--- src/hw/rtl/tbp_ram.sv ---
// ----------------------------------------------------------------------------
// tbp_ram
// Simple dual-port RAM, one write and one registered read port, read-first.
// ----------------------------------------------------------------------------
module tbp_ram #(
  parameter int ADDR_W = 10,
  parameter int WIDTH  = 2
) (
  input  logic              clk,
  input  logic              we,
  input  logic [ADDR_W-1:0] waddr,
  input  logic [WIDTH-1:0]  wdata,
  input  logic [ADDR_W-1:0] raddr,
  output logic [WIDTH-1:0]  rdata
);

  localparam int DEPTH = 2 ** ADDR_W;

  logic [WIDTH-1:0] mem [DEPTH];

  always_ff @(posedge clk) begin
    if (we) begin
      mem[waddr] <= wdata;
    end
    rdata <= mem[raddr];
  end

endmodule

--- config.mk ---
export PLATFORM = sky130hd
export DESIGN_NAME = tbp_ram
export DESIGN_NICKNAME = d
export VERILOG_FILES = /design/src/hw/rtl/tbp_ram.sv
export SDC_FILE = /design/constraint.sdc
export NUM_CORES = 2
export LEC_CHECK = 0
export BUFFER_PORTS_ARGS = -buffer_cell sky130_fd_sc_hd__clkbuf_2
export CORE_MARGIN = 2
export CORE_UTILIZATION = 35
export DETAILED_ROUTE_END_ITERATION = 16
export PLACE_DENSITY = 0.59
export SLEW_MARGIN = 20
export SYNTH_ARGS = -nofsm -noshare
export SYNTH_HDL_FRONTEND = slang
export SYNTH_SLANG_ARGS = --single-unit
--- constraint.sdc ---
create_clock -name clk -period 4.07 [get_ports clk]
set_input_delay 0.814 -clock clk [delete_from_list [all_inputs] [get_ports clk]]
set_output_delay 0.814 -clock clk [all_outputs]
set_load 0.05 [all_outputs]
======== After elaboration in Yosys (flattened, before gate mapping) ========
Memory sizes are Yosys's and may differ from the RTL's. A register that Yosys moved wholly into a read port is not among the register bits.
Cells that the tools add are included.
operators by class
  muxes and demuxes ....................... 2
operators with widths
  operator           count
  two-way mux 1 bit  2
word-level totals
  input port bits ......................... 24
  memories kept ........................... 1
  flip-flop bits (word level) ............. 0
  bits in writable memories ............... 2048
  logic and storage cells ................. 3
  output and inout bits ................... 2
memories
  memory  words  width  rd ports  clocked after memory_dff  wr ports  RTL line  text
  mem     1024   2      1         1                         1         19        logic [WIDTH-1:0] mem [DEPTH];

======== Logic depth before layout (Yosys ltp) ========
  depth in word-level cells ............... 2
  gate-level depth with buffers ........... 15
  mapped depth without buffers ............ 8

======== Worst setup path after synthesis ========
No wires, ideal clock.
  kind .................................... input to register
  from .................................... input raddr[0]
  to ...................................... register rdata[1], read port of mem
  stages on the path ...................... 12
  required time ........................... 3.930 ns
  arrival ................................. 3.036 ns
  setup time .............................. 0.140 ns
  buffers on the path ..................... 5
  setup slack ............................. 0.894 ns
  cells stage by stage .................... buf_6 -> buf_12 -> buf_8 -> buf_6 -> buf_6 -> mux4_2 -> a221oi_1 -> o21ai_0 -> nor3_1 -> o31ai_1 -> o31ai_1 -> nand4_1
RTL lines
  element          RTL line  text
  start, declared  13        input logic [ADDR_W-1:0] raddr,
  end, declared    14        output logic [WIDTH-1:0] rdata

==> metrics.yaml <==
yosys:
  ys_types: 66
  netlist.area_leader.share_pct: 73.42
  yosysSeqAreaShare_pct: 73.47
  synth_ff_type: "edfxtp_1"
  synth_edf_count: 2048
  synth.net_count: 4817
  synth_top_area_cell: "edfxtp_1"
  yosys_warnings: 0
  ys_seq_elements: 2050
  ys_top_cells_by_count: "edfxtp_1, nor2_1, mux4_2"
  avgSynthCellArea_um2: 17.48
  yosys-top-cells-area: "edfxtp_1, mux4_2, nor2_1"
  syn_inst: 4793
  synth_area_mm2: 0.08376
  yosysMostFrequentCell: "edfxtp_1"
  synthArstFlopShare_pct: 0
clock_network:
  cts_tree: "built"
  hold_buffers: 0
  ctsResizeCount: 0
  post_cts_buffers: 0
  cts-root-buf: "clkbuf_16"
  clk_path_buf_depth: 3
  clkTransAtPathRegs_ns: 0.06
  worstSkewPairLatency_ns: 0.85
  cts_sinks: 2050
  htreeDepth: 4
  cts_inserted_buffers: 208
sta:
  finalCritPeriodShare_pct: 82.59
  skew_ns: 0.03589
  holdWs_ns: 0.3564
  fin_crit_ns: 3.361
  maxSlewViolCount: 0
  hold_viol_final: 0
  worst_pin_slew_ns: 1.215
  rsz0062_at_grt: "false"
  fmax_mhz: 297.5
  setup_viol: 0
  slew_headroom_pct: 19.01
  worst_slack_ns: 0.7087
drt:
  viasPerCell: 5.609
  wire_per_inst_um: 28.73
  drtIter0Drc: 6588
  vias: 46510
  drcViolationCount: 0
  drt_wl_total_mm: 238.2
  dr.pass1.iters: 6
  ant_nets: 0
worst_setup_path:
  reg2reg_depth: 8
  required_ns: 4.85
  r2r-start: "mem[136][0]"
  slowest_delay_ns: 0.44
  start_kind: "input port"
  worstReg2RegEnd: "rdata[0]"
  crit_buf_inv: 5
  r2r_slack_ns: 1.12
  worstSetupPathType: "in -> reg"
  crit_family: "buffers and inverters"
  cp_num_cells: 13
  slowest_stage: "o21ai_0"
  path_cells: "buf_8 -> buf_12 -> buf_12 -> buf_12 -> mux2i_1 -> o221ai_1 -> nor3_1 -> nor3_1 -> nand4_1 -> o21ai_0 -> buf_4 -> nand4_1 -> nand4_1"
  crit_start: "raddr[0]"
  crit_arrival_ns: 4.14
  worst_setup_path_end_kind: "flip-flop"
  endpoint: "rdata[0]"
  critPathMaxFanout: 58
outcome:
  status: "completed"
cells_and_area:
  drive_above_1_share_pct: 22.52
  design_area_mm2: 0.09644
  nets: 4963
  finish.utilization_pct: 40.55
  fin_cells: 8292
  syn_to_final_growth_pct: 15.14
  multi_input_area_mm2: 0.02055
  seqCellArea_mm2: 0.06154
  fillers: 21270
grt:
  use_met3_pct: 3.118
  grt_pass1_wl_mm: 338.9
  grt_use_total_pct: 19.30
  grt_pass1_vias: 46890
  grt_max_degree: 232
  antenna_found_initial: 18
  grtUsageMet1_pct: 26.80
  busiest_layer: "met2"
  grt_remaining_overflow: 0
  use_met2_pct: 31.47
min_path:
  hold_path_class: "in -> reg"
pwr:
  power_density_mw_per_mm2: 474.3
  p_leak_nw: 29.38
  peakVddDrop_mv: 0.3858
place:
  preCtsSetupSlack_ns: -0.1240
  portBuffers: 25
  dp.cells: 7896
  hpwl_mm: 136.4
  place_congestion: 0.8116
  place_area_mm2: 0.08925
floorplan:
  die_w_um: 493.2
  num_rows: 179
  start_util_pct: 35.21
  coreArea_mm2: 0.2379
  io_pins: 26
  die_h_um: 493.2
  die_area_mm2: 0.2432
run:
  cap_violations: 0
-- final cells by class --
cell class	count	area share, %
antenna	5	0.01297
multi-input combinational	2341	21.30
timing repair buffer	332	3.295
inverter	6	0.02854
clock buffer	249	5.601
sequential	2050	63.81
tap	3167	4.109
clock inverter	142	1.840
-- cells by family (layout without fill, tap and decap cells) --
group                  after synthesis  in the layout  share of synthesized area, %
multiplexers                       664            664                         14.66
buffers and inverters              402            729                         2.489
AND/OR/NAND/NOR                   1324           1324                         6.403
AO/OA/AOI/OAI                      353            353                         2.979
other                                0              5                             0
flip-flops                        2050           2050                         73.47
-- metrics by stage --
| step | power [mW] | TNS [ns] |
|---|---|---|
| floorplan | 24.92 | 0 |
| global placement | 26.07 | -0.1937 |
| detailed placement | 26.08 | -0.1240 |
| CTS | 45.98 | 0 |
| global route | 46.88 | 0 |
| finish | 45.75 | 0 |
-- routing by layer --
metal / vias to the layer above / wire [um]
met4: 2 / 6667
met2: 2244 / 114800
met5: - / 13
li1: 19230 / -
met1: 24650 / 96350
met3: 379 / 20430
-- cell usage in the layout (no fill, tap or decap), types with 6 or more instances in the layout --
master,count
nor3b_1,7
o21ai_0,36
buf_4,254
edfxtp_1,2048
nor4_1,9
o221ai_1,82
buf_12,56
a31oi_1,7
nand3_4,24
a22o_1,13
a211oi_1,13
mux2_2,8
nand4_1,13
clkinv_2,35
nand2b_1,7
mux2i_1,205
mux4_2,449
a221oi_1,13
clkbuf_16,210
clkinv_1,45
nand2_1,87
nor2_1,1051
a22oi_1,45
clkbuf_2,18
inv_16,6
and3_1,8
a21oi_1,70
clkbuf_1,39
nand3_1,15
clkinvlp_4,9
o22ai_1,45
nor2b_1,8
nor3_1,44
bufinv_16,36
-- state kept, by name, summed over array words and instances (netlist names) --
name,cells
mem,2048
rdata,2
-- report_power, final --
part | internal (mW) | switching, mW
combinational | 0.855 | 1.53
clock | 11.8 | 8.31
sequential | 23.2 | 0.0147
-- how the worst min path moves through the flow --
| stage | start | to | slack, ns | depth (start not counted) |
|---|---|---|---|---|
| after floorplan | mem[310][0] | rdata[0] | 0.81 | 6 |
| after global placement | mem[252][0] | rdata[0] | 1.04 | 6 |
| after detailed placement | mem[252][0] | rdata[0] | 1.05 | 6 |
| after CTS | wdata[1] | mem[395][1] | 0.30 | 1 |
| after global routing | wdata[1] | mem[395][1] | 0.31 | 1 |
| final | wdata[1] | mem[395][1] | 0.36 | 1 |
Note: power is estimated with default switching activity, not from simulation.
