$ cat config.mk
export PLATFORM = sky130hd
export DESIGN_NAME = tbp_out_fifo
export DESIGN_NICKNAME = d
export VERILOG_FILES = /design/src/hw/rtl/tbp_pkg.sv /design/src/hw/rtl/tbp_out_fifo.sv
export SDC_FILE = /design/constraint.sdc
export NUM_CORES = 1
export LEC_CHECK = 0
export ABC_AREA = 0
export CAP_MARGIN = 25
export CORE_MARGIN = 3
export CORE_UTILIZATION = 35
export DETAILED_ROUTE_END_ITERATION = 7
export DONT_BUFFER_PORTS = 1
export PLACE_DENSITY = 0.6
export SLEW_MARGIN = 10
export SYNTH_ARGS = -nofsm -noshare
export SYNTH_HDL_FRONTEND = slang
export SYNTH_SLANG_ARGS = --single-unit
$ cat constraint.sdc
create_clock -name clk -period 2.5 [get_ports clk]
set_input_delay 0 -clock clk [delete_from_list [all_inputs] [get_ports clk]]
set_output_delay 0 -clock clk [all_outputs]
set_load 0.005 [all_outputs]
$ cat src/hw/rtl/tbp_pkg.sv
// ----------------------------------------------------------------------------
// tbp_pkg
// Shared types, constants and counter update functions of the tournament
// branch predictor.
// ----------------------------------------------------------------------------
package tbp_pkg;

  localparam int HIST_BITS  = 7;
  localparam int FIFO_DEPTH = 4;
  localparam int FIFO_PTR_W = 2;
  localparam int FIFO_CNT_W = 3;

  localparam logic [1:0] MODE_TAKEN   = 2'd0;
  localparam logic [1:0] MODE_LOCAL   = 2'd1;
  localparam logic [1:0] MODE_GSHARE  = 2'd2;
  localparam logic [1:0] MODE_TOURNEY = 2'd3;

  localparam logic [1:0] CTR_INIT = 2'd3;

  typedef logic [1:0] ctr_t;

  typedef struct packed {
    logic was_correct;
    logic chose_global;
    logic global_guess;
    logic local_guess;
    logic predict_taken;
  } result_t;

  function automatic ctr_t sat_train(input ctr_t c, input logic up);
    ctr_t r;
    if (up) begin
      r = (c == 2'd3) ? c : c + 2'd1;
    end else begin
      r = (c == 2'd0) ? c : c - 2'd1;
    end
    return r;
  endfunction

  function automatic ctr_t chooser_next(input ctr_t c, input logic tour, input logic lg,
                                        input logic gg, input logic dir);
    ctr_t r;
    r = c;
    if (tour == dir) begin
      if (c == 2'd2) begin
        r = 2'd3;
      end else if (c == 2'd1) begin
        r = 2'd0;
      end
    end else if (c[1]) begin
      if (lg == dir) begin
        r = c - 2'd1;
      end
    end else if (gg == dir) begin
      r = c + 2'd1;
    end
    return r;
  endfunction

endpackage

$ cat src/hw/rtl/tbp_out_fifo.sv
// ----------------------------------------------------------------------------
// tbp_out_fifo
// Small result queue between the predictor pipeline and the output stream.
// ----------------------------------------------------------------------------
module tbp_out_fifo (
  input  logic                           clk,
  input  logic                           rst,
  input  logic                           push,
  input  tbp_pkg::result_t               push_data,
  output logic                           m_valid,
  input  logic                           m_ready,
  output tbp_pkg::result_t               m_data,
  output logic [tbp_pkg::FIFO_CNT_W-1:0] count
);

  tbp_pkg::result_t                mem [tbp_pkg::FIFO_DEPTH];
  logic [tbp_pkg::FIFO_PTR_W-1:0]  wr_ptr;
  logic [tbp_pkg::FIFO_PTR_W-1:0]  rd_ptr;
  logic                            pop;

  assign m_valid = (count != '0);
  assign m_data  = mem[rd_ptr];
  assign pop     = m_valid && m_ready;

  always_ff @(posedge clk) begin
    if (push) begin
      mem[wr_ptr] <= push_data;
    end
  end

  always_ff @(posedge clk) begin
    if (rst) begin
      wr_ptr <= '0;
      rd_ptr <= '0;
      count  <= '0;
    end else begin
      if (push) begin
        wr_ptr <= wr_ptr + 1'b1;
      end
      if (pop) begin
        rd_ptr <= rd_ptr + 1'b1;
      end
      count <= count + {{(tbp_pkg::FIFO_CNT_W-1){1'b0}}, push}
                     - {{(tbp_pkg::FIFO_CNT_W-1){1'b0}}, pop};
    end
  end

endmodule

# Word-level counts from Yosys, hierarchy flattened
# Memories as Yosys holds them, arrays and structs flattened. A register that Yosys moved wholly into a read port is not among the register bits.
# Index checks and enable logic that the tools add are counted.
totals:
  n_memories: 1
  out_inout_bits: 9
  ramBits: 20
  register_bits: 7
op_classes:
  mux: 4
  add_sub_neg: 4
  n_reduce_logical: 2
memory_table:
  columns: ["memory", "words", "width", "read_ports", "rd_clocked_by_memory_dff", "wr", "line_no", "text"]
  rows:
  - ["mem", 4, 5, 1, 1, 1, "tbp_out_fifo.sv:16", "tbp_pkg::result_t mem [tbp_pkg::FIFO_DEPTH];"]
ops:
  columns: ["cell", "n"]
  rows:
  - ["2-bit by 1-bit adder with 2-bit output, second input constant", 2]
  - ["2-bit two-way mux", 2]
  - ["3-bit by 1-bit adder with 3-bit output", 1]
  - ["3-bit nonzero test", 1]
  - ["3-bit by 1-bit subtractor with 3-bit output", 1]
  - ["1-bit two-way mux", 2]
  - ["1-bit logical AND", 1]

# Longest topological paths before layout
# Gate-level depths: netlist of run 1.
logic_depth:
  word_depth: 4
  depth_mapped: 7
  ltp_nobuf: 7

# Worst setup path before layout of run 1
# OpenSTA, ideal clock, no wires.
synth_path:
  kind: "flip-flop to flip-flop"
  start: "register count[1] in the netlist's numbering"
  end: "register count[2] in the netlist's numbering"
  stages_incl_launch_ff: 8
  path_slack_ns: 0.645
  synth_period_minus_slack_ns: 1.855
  setup_time_ns: 0.126
  path_buffers: 0
  t_arrival_ns: 1.729
  required_ns: 2.374
  cell_sequence: "dfxtp_1 -> o31a_1 -> ha_1 -> inv_1 -> ha_1 -> fa_1 -> xor3_1 -> nor2_1"
synth_between:
  elab_chain_len: 3
  word_cells_on_any_way: 4
  cone_classes: "add/sub (2); reduce/logical (2)"
synth_rtl:
  columns: ["item", "line_no", "text"]
  rows:
  - ["from (decl)", "tbp_out_fifo.sv:13", "output logic [tbp_pkg::FIFO_CNT_W-1:0] count"]
  - ["from (signal assigned)", "tbp_out_fifo.sv:43", "count <= count + {{(tbp_pkg::FIFO_CNT_W-1){1'b0}}, push}"]
  - ["3-bit nonzero test", "tbp_out_fifo.sv:21", "assign m_valid = (count != '0);"]
  - ["1-bit logical AND", "tbp_out_fifo.sv:23", "assign pop = m_valid && m_ready;"]
  - ["named net pop", "tbp_out_fifo.sv:19", "logic pop;"]
  - ["3-bit by 1-bit subtractor with 3-bit output", "tbp_out_fifo.sv:44", "- {{(tbp_pkg::FIFO_CNT_W-1){1'b0}}, pop};"]
# The timed path passes the listed nets, and every way through them passes these cells.
# A chain may end at the register's enable or synchronous reset.

# Final worst setup path of run 1
layout_path:
  start: "register count[1] in the netlist's numbering"
  end: "register count[0] in the netlist's numbering"
# Same word-level chain as after synthesis.

==> impl_results.md, run 1 <==
* First-pass GRT wire length at 3000 um
* Netlist Area Pre-Place at 1190 um^2
* Gr usage total at 10.2%
* Die area at between 4000 and 5000 um^2
* Worst-path clk slew at 0.10 ns
* Initial core utilization at between 30% and 40%
* Most frequent cell after synthesis: edfxtp_1
* Share of cells above drive strength 1 at 14.0%
* DRC at 0
* Largest net degree at the start of global routing at 10
* IO buf count at 0
* Clock sinks at 29
* Cell taking the most area after synthesis: edfxtp_1
* Vias in the first global route at 603
* Post-CTS Setup Inserts at 0
* Total negative setup slack at 0 ns
* Post-synth ARST share at 0%
* Synth top area cells: edfxtp_1 (51%), dfxtp_1 (15%), mux4_2 (9.5%)
* Fin area at 1400 um^2
* Outcome: complete, no violations
* Core area at around 3200 um^2
* WS Path Type: reg2reg
* Via density at ~4.5
* CP Data Required Time at 2.72 ns
* HP Class: in2reg
* Fin crit share at 84.8%
* Via Count at 586
* Synth Flop Type: edfxtp_1
* Unrepaired setup endpoints after global routing: false
* Final #Nets at 101
* Final setup viols at 0
* WL/cell at 14.3 um
* Startpoint types: flop
* Initial drt markers at 29
* Fmax at ~470 MHz
* Top cell type's share of synthesized area at 50.5%
* Final Wtd Congestion at 0.622
* Root Buffer Master: clkbuf_4
* Post-DP Area at 1230 um^2
* Initial antenna violation count at 0
* Period minus WS final at 2.12 ns
* Top Ports at 18
* Worst Path Max Fanout at 6
* Synthesis-stage register bit count at 29
* Ant. Diodes at 0
* Synth-to-layout area growth at 17.8%
* Num CTS Buffers at 5
* Num rows at 20
* Synthesis warning total at 0
* Slew @ Worst Pin at 0.427 ns
* H-Tree Level Count at 2
* CTS tree: done
* Place WS at roughly 0.57 ns
* Leakage at around 0.5 nW
* Resize count post-CTS at 0
* Clock Skew at 0.0107 ns
* Max Transition Viols Final at 0
* Power density over the cells at 899 nW/um^2
* Hold buffers post-CTS at 9
* Die width at between 60 and 70 um
* Seq/Total Area, Yosys at 65.7%
* Arrival @ worst endpoint at 2.34 ns
* Final hold vios at 0
* Avg Cell Area, Syn at 16.7 um^2
* Synth Instances at just over 70
* Synth Net Count at 87
* ANT nets after route at 0
* Post-synth EDFFs at 20
* Slew HR at 71.2%
* Top cells by count, synth: edfxtp_1 (20), dfxtp_1 (9), ha_1 (6), inv_1 (6)
* Overflow after GRT at 0
* WL final at 1860 um
* Max cap viols at 0
* Post-synthesis cell type count at 19
* Critical path endpoint category: flop
* Final Worst Setup Slack at 0.379 ns
* Drt first pass iters at 6
* VDD IR max at 0.000459 V
* Worst-skew pair later-pin latency at ~0.32 ns
* Clock tree buffer depth at 2
* Die Height at 64.3 um
[cells in the final DEF (no fill, tap or decap), drive strengths merged, types with 3 or more instances in the layout]
master | Yosys | layout
and2 | 4 | 4
clkbuf | 1 | 6
dfxtp | 9 | 9
dlygate4sd3 | 0 | 9
edfxtp | 20 | 20
ha | 6 | 6
inv | 6 | 6
mux2 | 3 | 3
mux4 | 5 | 5
nor2 | 5 | 5
nor2b | 4 | 4
[final timing paths]
check / to / start / slack, ns / cells after the start
max: count[0]$_SDFF_PP0_ / count[1]$_SDFF_PP0_ / 0.38 / 6
min: rd_ptr[0]$_SDFFE_PP0P_ / m_ready / 0.02 / 2
max reg2reg: count[0]$_SDFF_PP0_ / count[1]$_SDFF_PP0_ / 0.38 / 6
min reg2reg: wr_ptr[1]$_SDFFE_PP0P_ / wr_ptr[1]$_SDFFE_PP0P_ / 0.56 / 2
[power by group]
group / total [mW] / switching (mW) / leakage (nW) / internal [mW]
clock network: 0.365 / 0.157 / 0.0399 / 0.208
logic: 0.262 / 0.100 / 0.211 / 0.161
registers: 0.631 / 0.0625 / 0.258 / 0.569
total: 1.26 / 0.320 / 0.509 / 0.938
[area by class of cell]
| cell class | count | area [um^2] |
|---|---|---|
| tap | 44 | 55.1 |
| fill | 299 | 1750 |
| sequential | 29 | 781 |
| multi-input combinational | 34 | 377 |
| clock inverter | 2 | 33.8 |
| inverter | 6 | 22.5 |
| timing repair buffer | 9 | 90.1 |
| clock buffer | 6 | 41.3 |
[flip-flops by register name, indices dropped and copies added (netlist names), named ones only]
register	count
count	3
mem	20
rd_ptr	2
wr_ptr	2
[metal layers]
layer,track usage [%],vias to the layer above,routed length [um]
li1,-,283,-
met1,11.9,280,765
met2,14.7,20,897
met3,6.68,3,170
met4,3.96,0,23
met5,0,-,0
[kinds of logic after synthesis]
family,after synthesis,share of synthesized area (%)
mux,9,13.2
buf+inv,8,2.63
flops,29,65.7
xor+xnor,2,2.74
compound gates,2,1.47
simple gates,14,6.32
fa+ha+maj,7,8.00
[stage by stage]
| stage | power, mW | cells | utilization (%) | hold slack, ns |
|---|---|---|---|---|
| after floorplan | 0.834 | 71 | - | 0.0989 |
| after global placement | 0.875 | 113 | 39.2 | 0.0728 |
| after detailed placement | 0.882 | 113 | 39.2 | 0.0751 |
| after CTS | 1.27 | 130 | 44.4 | 0.00845 |
| after global routing | 1.34 | 130 | 44.4 | 0.0173 |
| final | 1.26 | 130 | 44.4 | 0.0206 |
[critical path: stages (launching register included)]
cell and delay, ns:
dfxtp_1 0.38, o31a_1 0.36, ha_1 0.29, inv_1 0.04, ha_1 0.26, nor2b_1 0.12, dlygate4sd3_1 0.56
No activity file was read; power rests on OpenSTA's default activity.
==> run 2, diff against run 1 <==
--- a/config.mk
+++ b/config.mk
@@ -5,7 +5,7 @@
 export SDC_FILE = /design/constraint.sdc
 export NUM_CORES = 1
 export LEC_CHECK = 0
-export ABC_AREA = 0
+export ABC_AREA = 1
 export CAP_MARGIN = 25
 export CORE_MARGIN = 3
 export CORE_UTILIZATION = 35
==> constraint.sdc (replaced) <==
create_clock -name clk -period 2.1 [get_ports clk]
set_input_delay 0 -clock clk [delete_from_list [all_inputs] [get_ports clk]]
set_output_delay 0 -clock clk [all_outputs]
set_load 0.005 [all_outputs]
==> run 2 against run 1 <==
Flip-flop and latch count is the same. Critical path depth grew 2. Critical path type unchanged. Combinational power rose by 29%. Highest routed layer unchanged. Worst setup slack worse by 0.022 ns. Core utilization down 0.71 points. Sequential share of layout area rose by 0.91 points. Critical endpoint is now count[1]$_SDFF_PP0_.
==> impl_results.md, run 2 <==
* Outcome: complete, no violations
* Sequential Power Share at 53.3%
* Die area at 4170 um^2
* Placed wire-length estimate at 1460 um
* Num CTS Buffers at 5
* CP Data Required Time at approximately 2.4 ns
* Total negative setup slack at 0 ns
* Die Height at 64.6 um
* Power density over the cells at 1000 nW/um^2
* Clock power frac at 22.1%
* Commonest non-fill, non-tap cell in the layout: edfxtp_1
* Synthesis-stage register bit count at 29
* Die width at 64.6 um
* Post-synth EDFFs at 20
* Logic pwr share at 24.6%
* Largest net degree at the start of global routing at 12
* IO buf count at 0
* Filler cells at around 310
* Via Count at between 700 and 800
* Hold Path Sink: mem[1][1]$_DFFE_PP_
* Reg2reg setup slack at approximately 0.36 ns
* Top Ports at 18
* Period minus WS final at 1.74 ns
* Clock sinks at 29
* Core area at 3150 um^2
* Fin crit share at 83.0%
* Max cap viols at 0
* Slew HR at between 70% and 80%
* Initial core utilization at 38.1%
* ANT nets after route at 0
* Resize count post-CTS at 0
* Fin area at about 1400 um^2
* Worst-path clk slew at 0.08 ns
* Synth Flop Type: edfxtp_1
* Startpoint types: flop
* Most frequent cell after synthesis: edfxtp_1
* WS Path Type: reg2reg
* Hold buffers post-CTS at 8
* Post-synth ARST share at 0%
* Net load switching power at 444 uW
* Clock tree buffer depth at 2
* Critical path endpoint category: flop
* Via density at 4.54
* Slew @ Worst Pin at 0.372 ns
* Post-DP Area at between 1000 and 1500 um^2
* Avg Cell Area, Syn at 11.0 um^2
* P_int at 933 uW
* Worst-skew pair later-pin latency at just over 0.3 ns
* Initial antenna violation count at 0
* HP Class: in2reg
* Switching share of power at about a third
* Hold Path Stages at 2
* Final hold vios at 0
* Overflow after GRT at 0
* Final setup viols at 0
* VDD IR max at about 0.00036 V
* Fmax at 574 MHz
* Initial drt markers at 31
* Max FFs per register at 20
* Worst r2r dst: count[1]$_SDFF_PP0_
* CP startpoint: count[1]$_SDFF_PP0_
* Unrepaired setup endpoints after global routing: false
* Post-CTS Setup Inserts at 0
* Arrival @ worst endpoint at 2.00 ns
* Biggest regs: mem x20, count x3
* Post-synthesis cell type count at 16
* H-Tree Level Count at 2
* Synth top area cells: edfxtp_1 (50%), dfxtp_1 (15%), ha_1 (6.3%)
* Seq/Total Area, Yosys at 65.0%
* Worst Path Max Fanout at 4
* Synth Instances at 109
* Biggest register: mem
* Synthesis warning total at 0
* CTS tree: done
* Num rows at 20
* Final Wtd Congestion at 0.678
* Cell taking the most area after synthesis: edfxtp_1
* Share of cells above drive strength 1 at 7.26%
* Synth-to-layout area growth at 14.7%
* Gr usage total at a little under an eighth
* Clock Skew at 0.00812 ns
* R2r worst-path depth at 8
* WL final at 2020 um
* First-pass GRT wire length at roughly 3400 um
* Reg-to-reg startpoint: count[1]$_SDFF_PP0_
* Netlist Area Pre-Place at 1200 um^2
* Vias in the first global route at 741
* Drt first pass iters at 4
* Leakage at 0.556 nW
* Top cells by count, synth: edfxtp_1 (20), inv_1 (17), nor2_1 (16)
* DRC at 0
* Ant. Diodes at 0
* Root Buffer Master: clkbuf_4
* Max Transition Viols Final at 0
* Pwr Total at approximately 1.4 mW
* Final #Nets at approximately 140
* Top cell type's share of synthesized area at 50.0%
* Min-delay src: push
* WL/cell at 12.0 um
* Synth Net Count at 125
* Most frequent cells in the layout: edfxtp_1 (20), inv_1 (17), nor2_1 (16)
-- run 2: routing by layer --
metal | vias to the layer above | GRT usage [%] | share of wire [%]
met1 | 353 | 13.1 | 44
met3 | 5 | 4.51 | 4.2
li1 | 392 | - | -
met5 | - | 0 | 0
met2 | 12 | 17.3 | 49
met4 | 0 | 7.92 | 2.0
-- run 2: critical path, cell delays in order, from the launching register on --
cell and delay (ns):
dfxtp_1 0.36, nor2_2 0.14, a21boi_0 0.10, ha_1 0.28
inv_1 0.04, ha_1 0.17, fa_1 0.48, inv_1 0.04
nor2_1 0.08
-- run 2: cell type report --
| class | count | area, um^2 | area share [%] |
|---|---|---|---|
| Timing Repair Buffer | 8 | 80.1 | 5.81 |
| Sequential cell | 29 | 781 | 56.7 |
| Tap cell | 44 | 55.1 | 4.00 |
| Multi-Input combinational cell | 61 | 345 | 25.1 |
| Inverter | 18 | 67.6 | 4.90 |
| Clock buffer | 8 | 48.8 | 3.54 |
-- run 2: how the worst max path moves through the flow --
stage	end	depth (start not counted)
floorplan	count[2]$_SDFF_PP0_	8
global placement	count[2]$_SDFF_PP0_	8
detailed placement	count[2]$_SDFF_PP0_	8
CTS	count[1]$_SDFF_PP0_	8
global route	count[2]$_SDFF_PP0_	9
finish	count[1]$_SDFF_PP0_	8
-- run 2: stage by stage --
step	hold WS (ns)	utilization, %	instances	setup WS (ns)
2_1_floorplan	0.0712	-	109	0.435
3_3_place_gp	0.0734	39.6	152	0.387
3_5_place_dp	0.0813	39.6	152	0.346
4_1_cts	0.00509	43.7	168	0.324
5_1_grt	0.0178	43.7	168	0.217
6_report	0.0137	43.7	168	0.356
-- run 2: power groups by stage --
stage          clock (mW)  sequential, mW  combinational, mW
6_report            0.304           0.735              0.339
5_1_grt             0.348           0.744              0.400
4_1_cts             0.320           0.737              0.348
3_5_place_dp            0           0.750              0.330
3_3_place_gp            0           0.747              0.313
2_1_floorplan           0           0.722              0.283
-- run 2: cells by family after synthesis --
kind of cell | synth area share, %
buffers and inverters | 6.25
AOI/OAI and AO/OA | 10.3
adders and majority gates | 7.92
and+or+nand+nor | 10.5
DFF | 65.0
==> run 3, diff against run 2 <==
==> constraint.sdc (replaced) <==
create_clock -name clk -period 1.75 [get_ports clk]
set_input_delay 0 -clock clk [delete_from_list [all_inputs] [get_ports clk]]
set_output_delay 0 -clock clk [all_outputs]
set_load 0.005 [all_outputs]
==> run 3 against run 2 <==
Total power grew 25%. Via count shrank 0.79%. Global-route usage is essentially flat. Routed wire length grew 1.9%. Clock power grew 23%. Non-clock buffer count grew 3. Combinational power grew 39%. Critical path type unchanged. Critical endpoint unchanged. Sequential share of layout area shrank 1.1 points.
==> impl_results.md, run 3 (synthesis results as in run 2) <==
* Biggest regs: mem x20, count x3
* Initial drt markers at 27
* Place WS at 0.0467 ns
* H-Tree Level Count at 2
* Largest stage delay on the critical path at about 0.5 ns
* Reg-to-reg startpoint: count[2]$_SDFF_PP0_
* Unrepaired setup endpoints after global routing: false
* Fmax at 589 MHz
* Synth-to-layout area growth at 17.1%
* Fin crit share at 97.0%
* Crit-path cells: nor2_2 -> a21boi_1 -> ha_1 -> inv_1 -> ha_1 -> fa_2 -> inv_1 -> nor2_1
* Top Ports at 18
* Slew HR at 75.0%
* Final Core Density at 44.6%
* ANT nets after route at 0
* Final setup viols at 0
* Outcome: complete, no violations
* Most frequent cells in the layout: edfxtp_1 (20), inv_1 (16), nor2_1 (16)
* Critical path endpoint category: flop
* Initial core utilization at 38.1%
* CP startpoint: count[2]$_SDFF_PP0_
* Vias in the first global route at 750
* Post-DP Area at 1260 um^2
* DRC at 0
* Die Height at 64.6 um
* Initial antenna violation count at 0
* VDD IR max at ~0.00057 V
* Die width at 64.6 um
* Share of cells above drive strength 1 at 13.4%
* Total negative setup slack at 0 ns
* Commonest non-fill, non-tap cell in the layout: edfxtp_1
* Filler cells at approximately 320
* Drt first pass iters at 4
* Placed wire-length estimate at 1440 um
* Leakage at roughly 0.58 nW
* Ant. Diodes at 0
* Slew @ Worst Pin at 0.374 ns
* Register area at 782 um^2
* Power density over the cells at 1220 nW/um^2
* First-pass GRT wire length at 3430 um
* Clock Skew at 0.00210 ns
* Max Transition Viols Final at 0
* Core area at 3150 um^2
* Worst-skew pair later-pin latency at 0.32 ns
* Final Wtd Congestion at 0.679
* Worst Path Max Fanout at 2
* Worst-path clk slew at 0.09 ns
* Die area at 4170 um^2
* Clock sinks at 29
* HP Class: in2reg
* CP Data Required Time at around 2.0 ns
* WS Path Type: reg2reg
* CTS tree: done
* Root Buffer Master: clkbuf_4
* Reg2reg setup slack at 0.05 ns
* Final hold vios at 0
* Worst r2r dst: count[1]$_SDFF_PP0_
* Via density at 4.42
* WL/cell at roughly 12 um
* Critical-path top delay cell: fa_2
* Largest net degree at the start of global routing at 12
* Final #Nets at 142
* Clock tree buffer depth at 2
* Num CTS Buffers at 5
* Num rows at 20
* R2r worst-path depth at 8
* Critical path destination: count[1]$_SDFF_PP0_
* Fin area at 1410 um^2
* IO buf count at 0
* Area of the multi-input gates at 348 um^2
* Startpoint types: flop
* Arrival @ worst endpoint at 1.96 ns
* Max FFs per register at 20
* Via Count at 756
* Period minus WS final at about 1.7 ns
* Final Worst Setup Slack at 0.0531 ns
* WL final at 2060 um
* Overflow after GRT at 0
* Gr usage total at a little under an eighth
* Max cap viols at 0
* Biggest register: mem
## run 3: cell types whose count changed in the layout (fill, tap and decap cells not counted), sizes merged
cell    change
buf         +3
clkbuf      -2
clkinv      +2
## run 3: worst min-delay path by stage
stage / depth (start not counted) / end / slack [ns] / from
3_3_place_gp: 1 / count[1]$_SDFF_PP0_ / 0.07 / rst
4_1_cts: 2 / mem[1][2]$_DFFE_PP_ / 0.004 / push
2_1_floorplan: 1 / count[0]$_SDFF_PP0_ / 0.07 / rst
5_1_grt: 2 / mem[2][2]$_DFFE_PP_ / 0.01 / push
6_report: 2 / mem[1][1]$_DFFE_PP_ / 0.0008 / push
3_5_place_dp: 1 / count[0]$_SDFF_PP0_ / 0.07 / rst
## run 3: routing by layer
metal / share of wire, % / track usage, % / vias up
met5: 0 / 0 / -
met4: 2.2 / 6.33 / 0
met3: 6.7 / 5.72 / 5
met2: 47 / 17.3 / 15
met1: 44 / 13.0 / 340
li1: - / - / 396
## run 3: report_power, final
part,switching [mW],total [mW],internal (mW)
logic,0.278,0.470,0.191
registers,0.0642,0.875,0.811
clock network,0.222,0.375,0.153
total,0.565,1.72,1.15
## run 3: critical path: cells and delay by family, from the launching register on
family | cells | cell delay (ns)
AO/OA/AOI/OAI | 1 | 0.08
adder cells (fa/ha/maj) | 3 | 0.96
buffers and inverters | 2 | 0.08
flip-flops | 1 | 0.34
AND/OR/NAND/NOR | 2 | 0.19
## run 3: timing repair
action / 4_1_cts / 5_1_grt
endpoints found under the hold margin: 29 / 0
hold buffers: 8 / 0
setup buffers: 0 / 1
resized for setup: 0 / 4
setup endpoints to repair: 0 / 2
## run 3: metrics by stage
stage	hold WS, ns	instances	power, mW
finish	0.000846	171	1.72
global route	0.0129	171	1.85
CTS	0.00370	170	1.71
detailed placement	0.0748	154	1.32
global placement	0.0731	154	1.29
floorplan	0.0712	109	1.21
## run 3: layout make-up
class	count	area share, %
clock buffer	6	2.94
clock inverter	2	0.712
inverter	18	4.80
multi-input combinational	61	24.7
sequential	29	55.6
tap	44	3.91
timing repair buffer	11	7.30
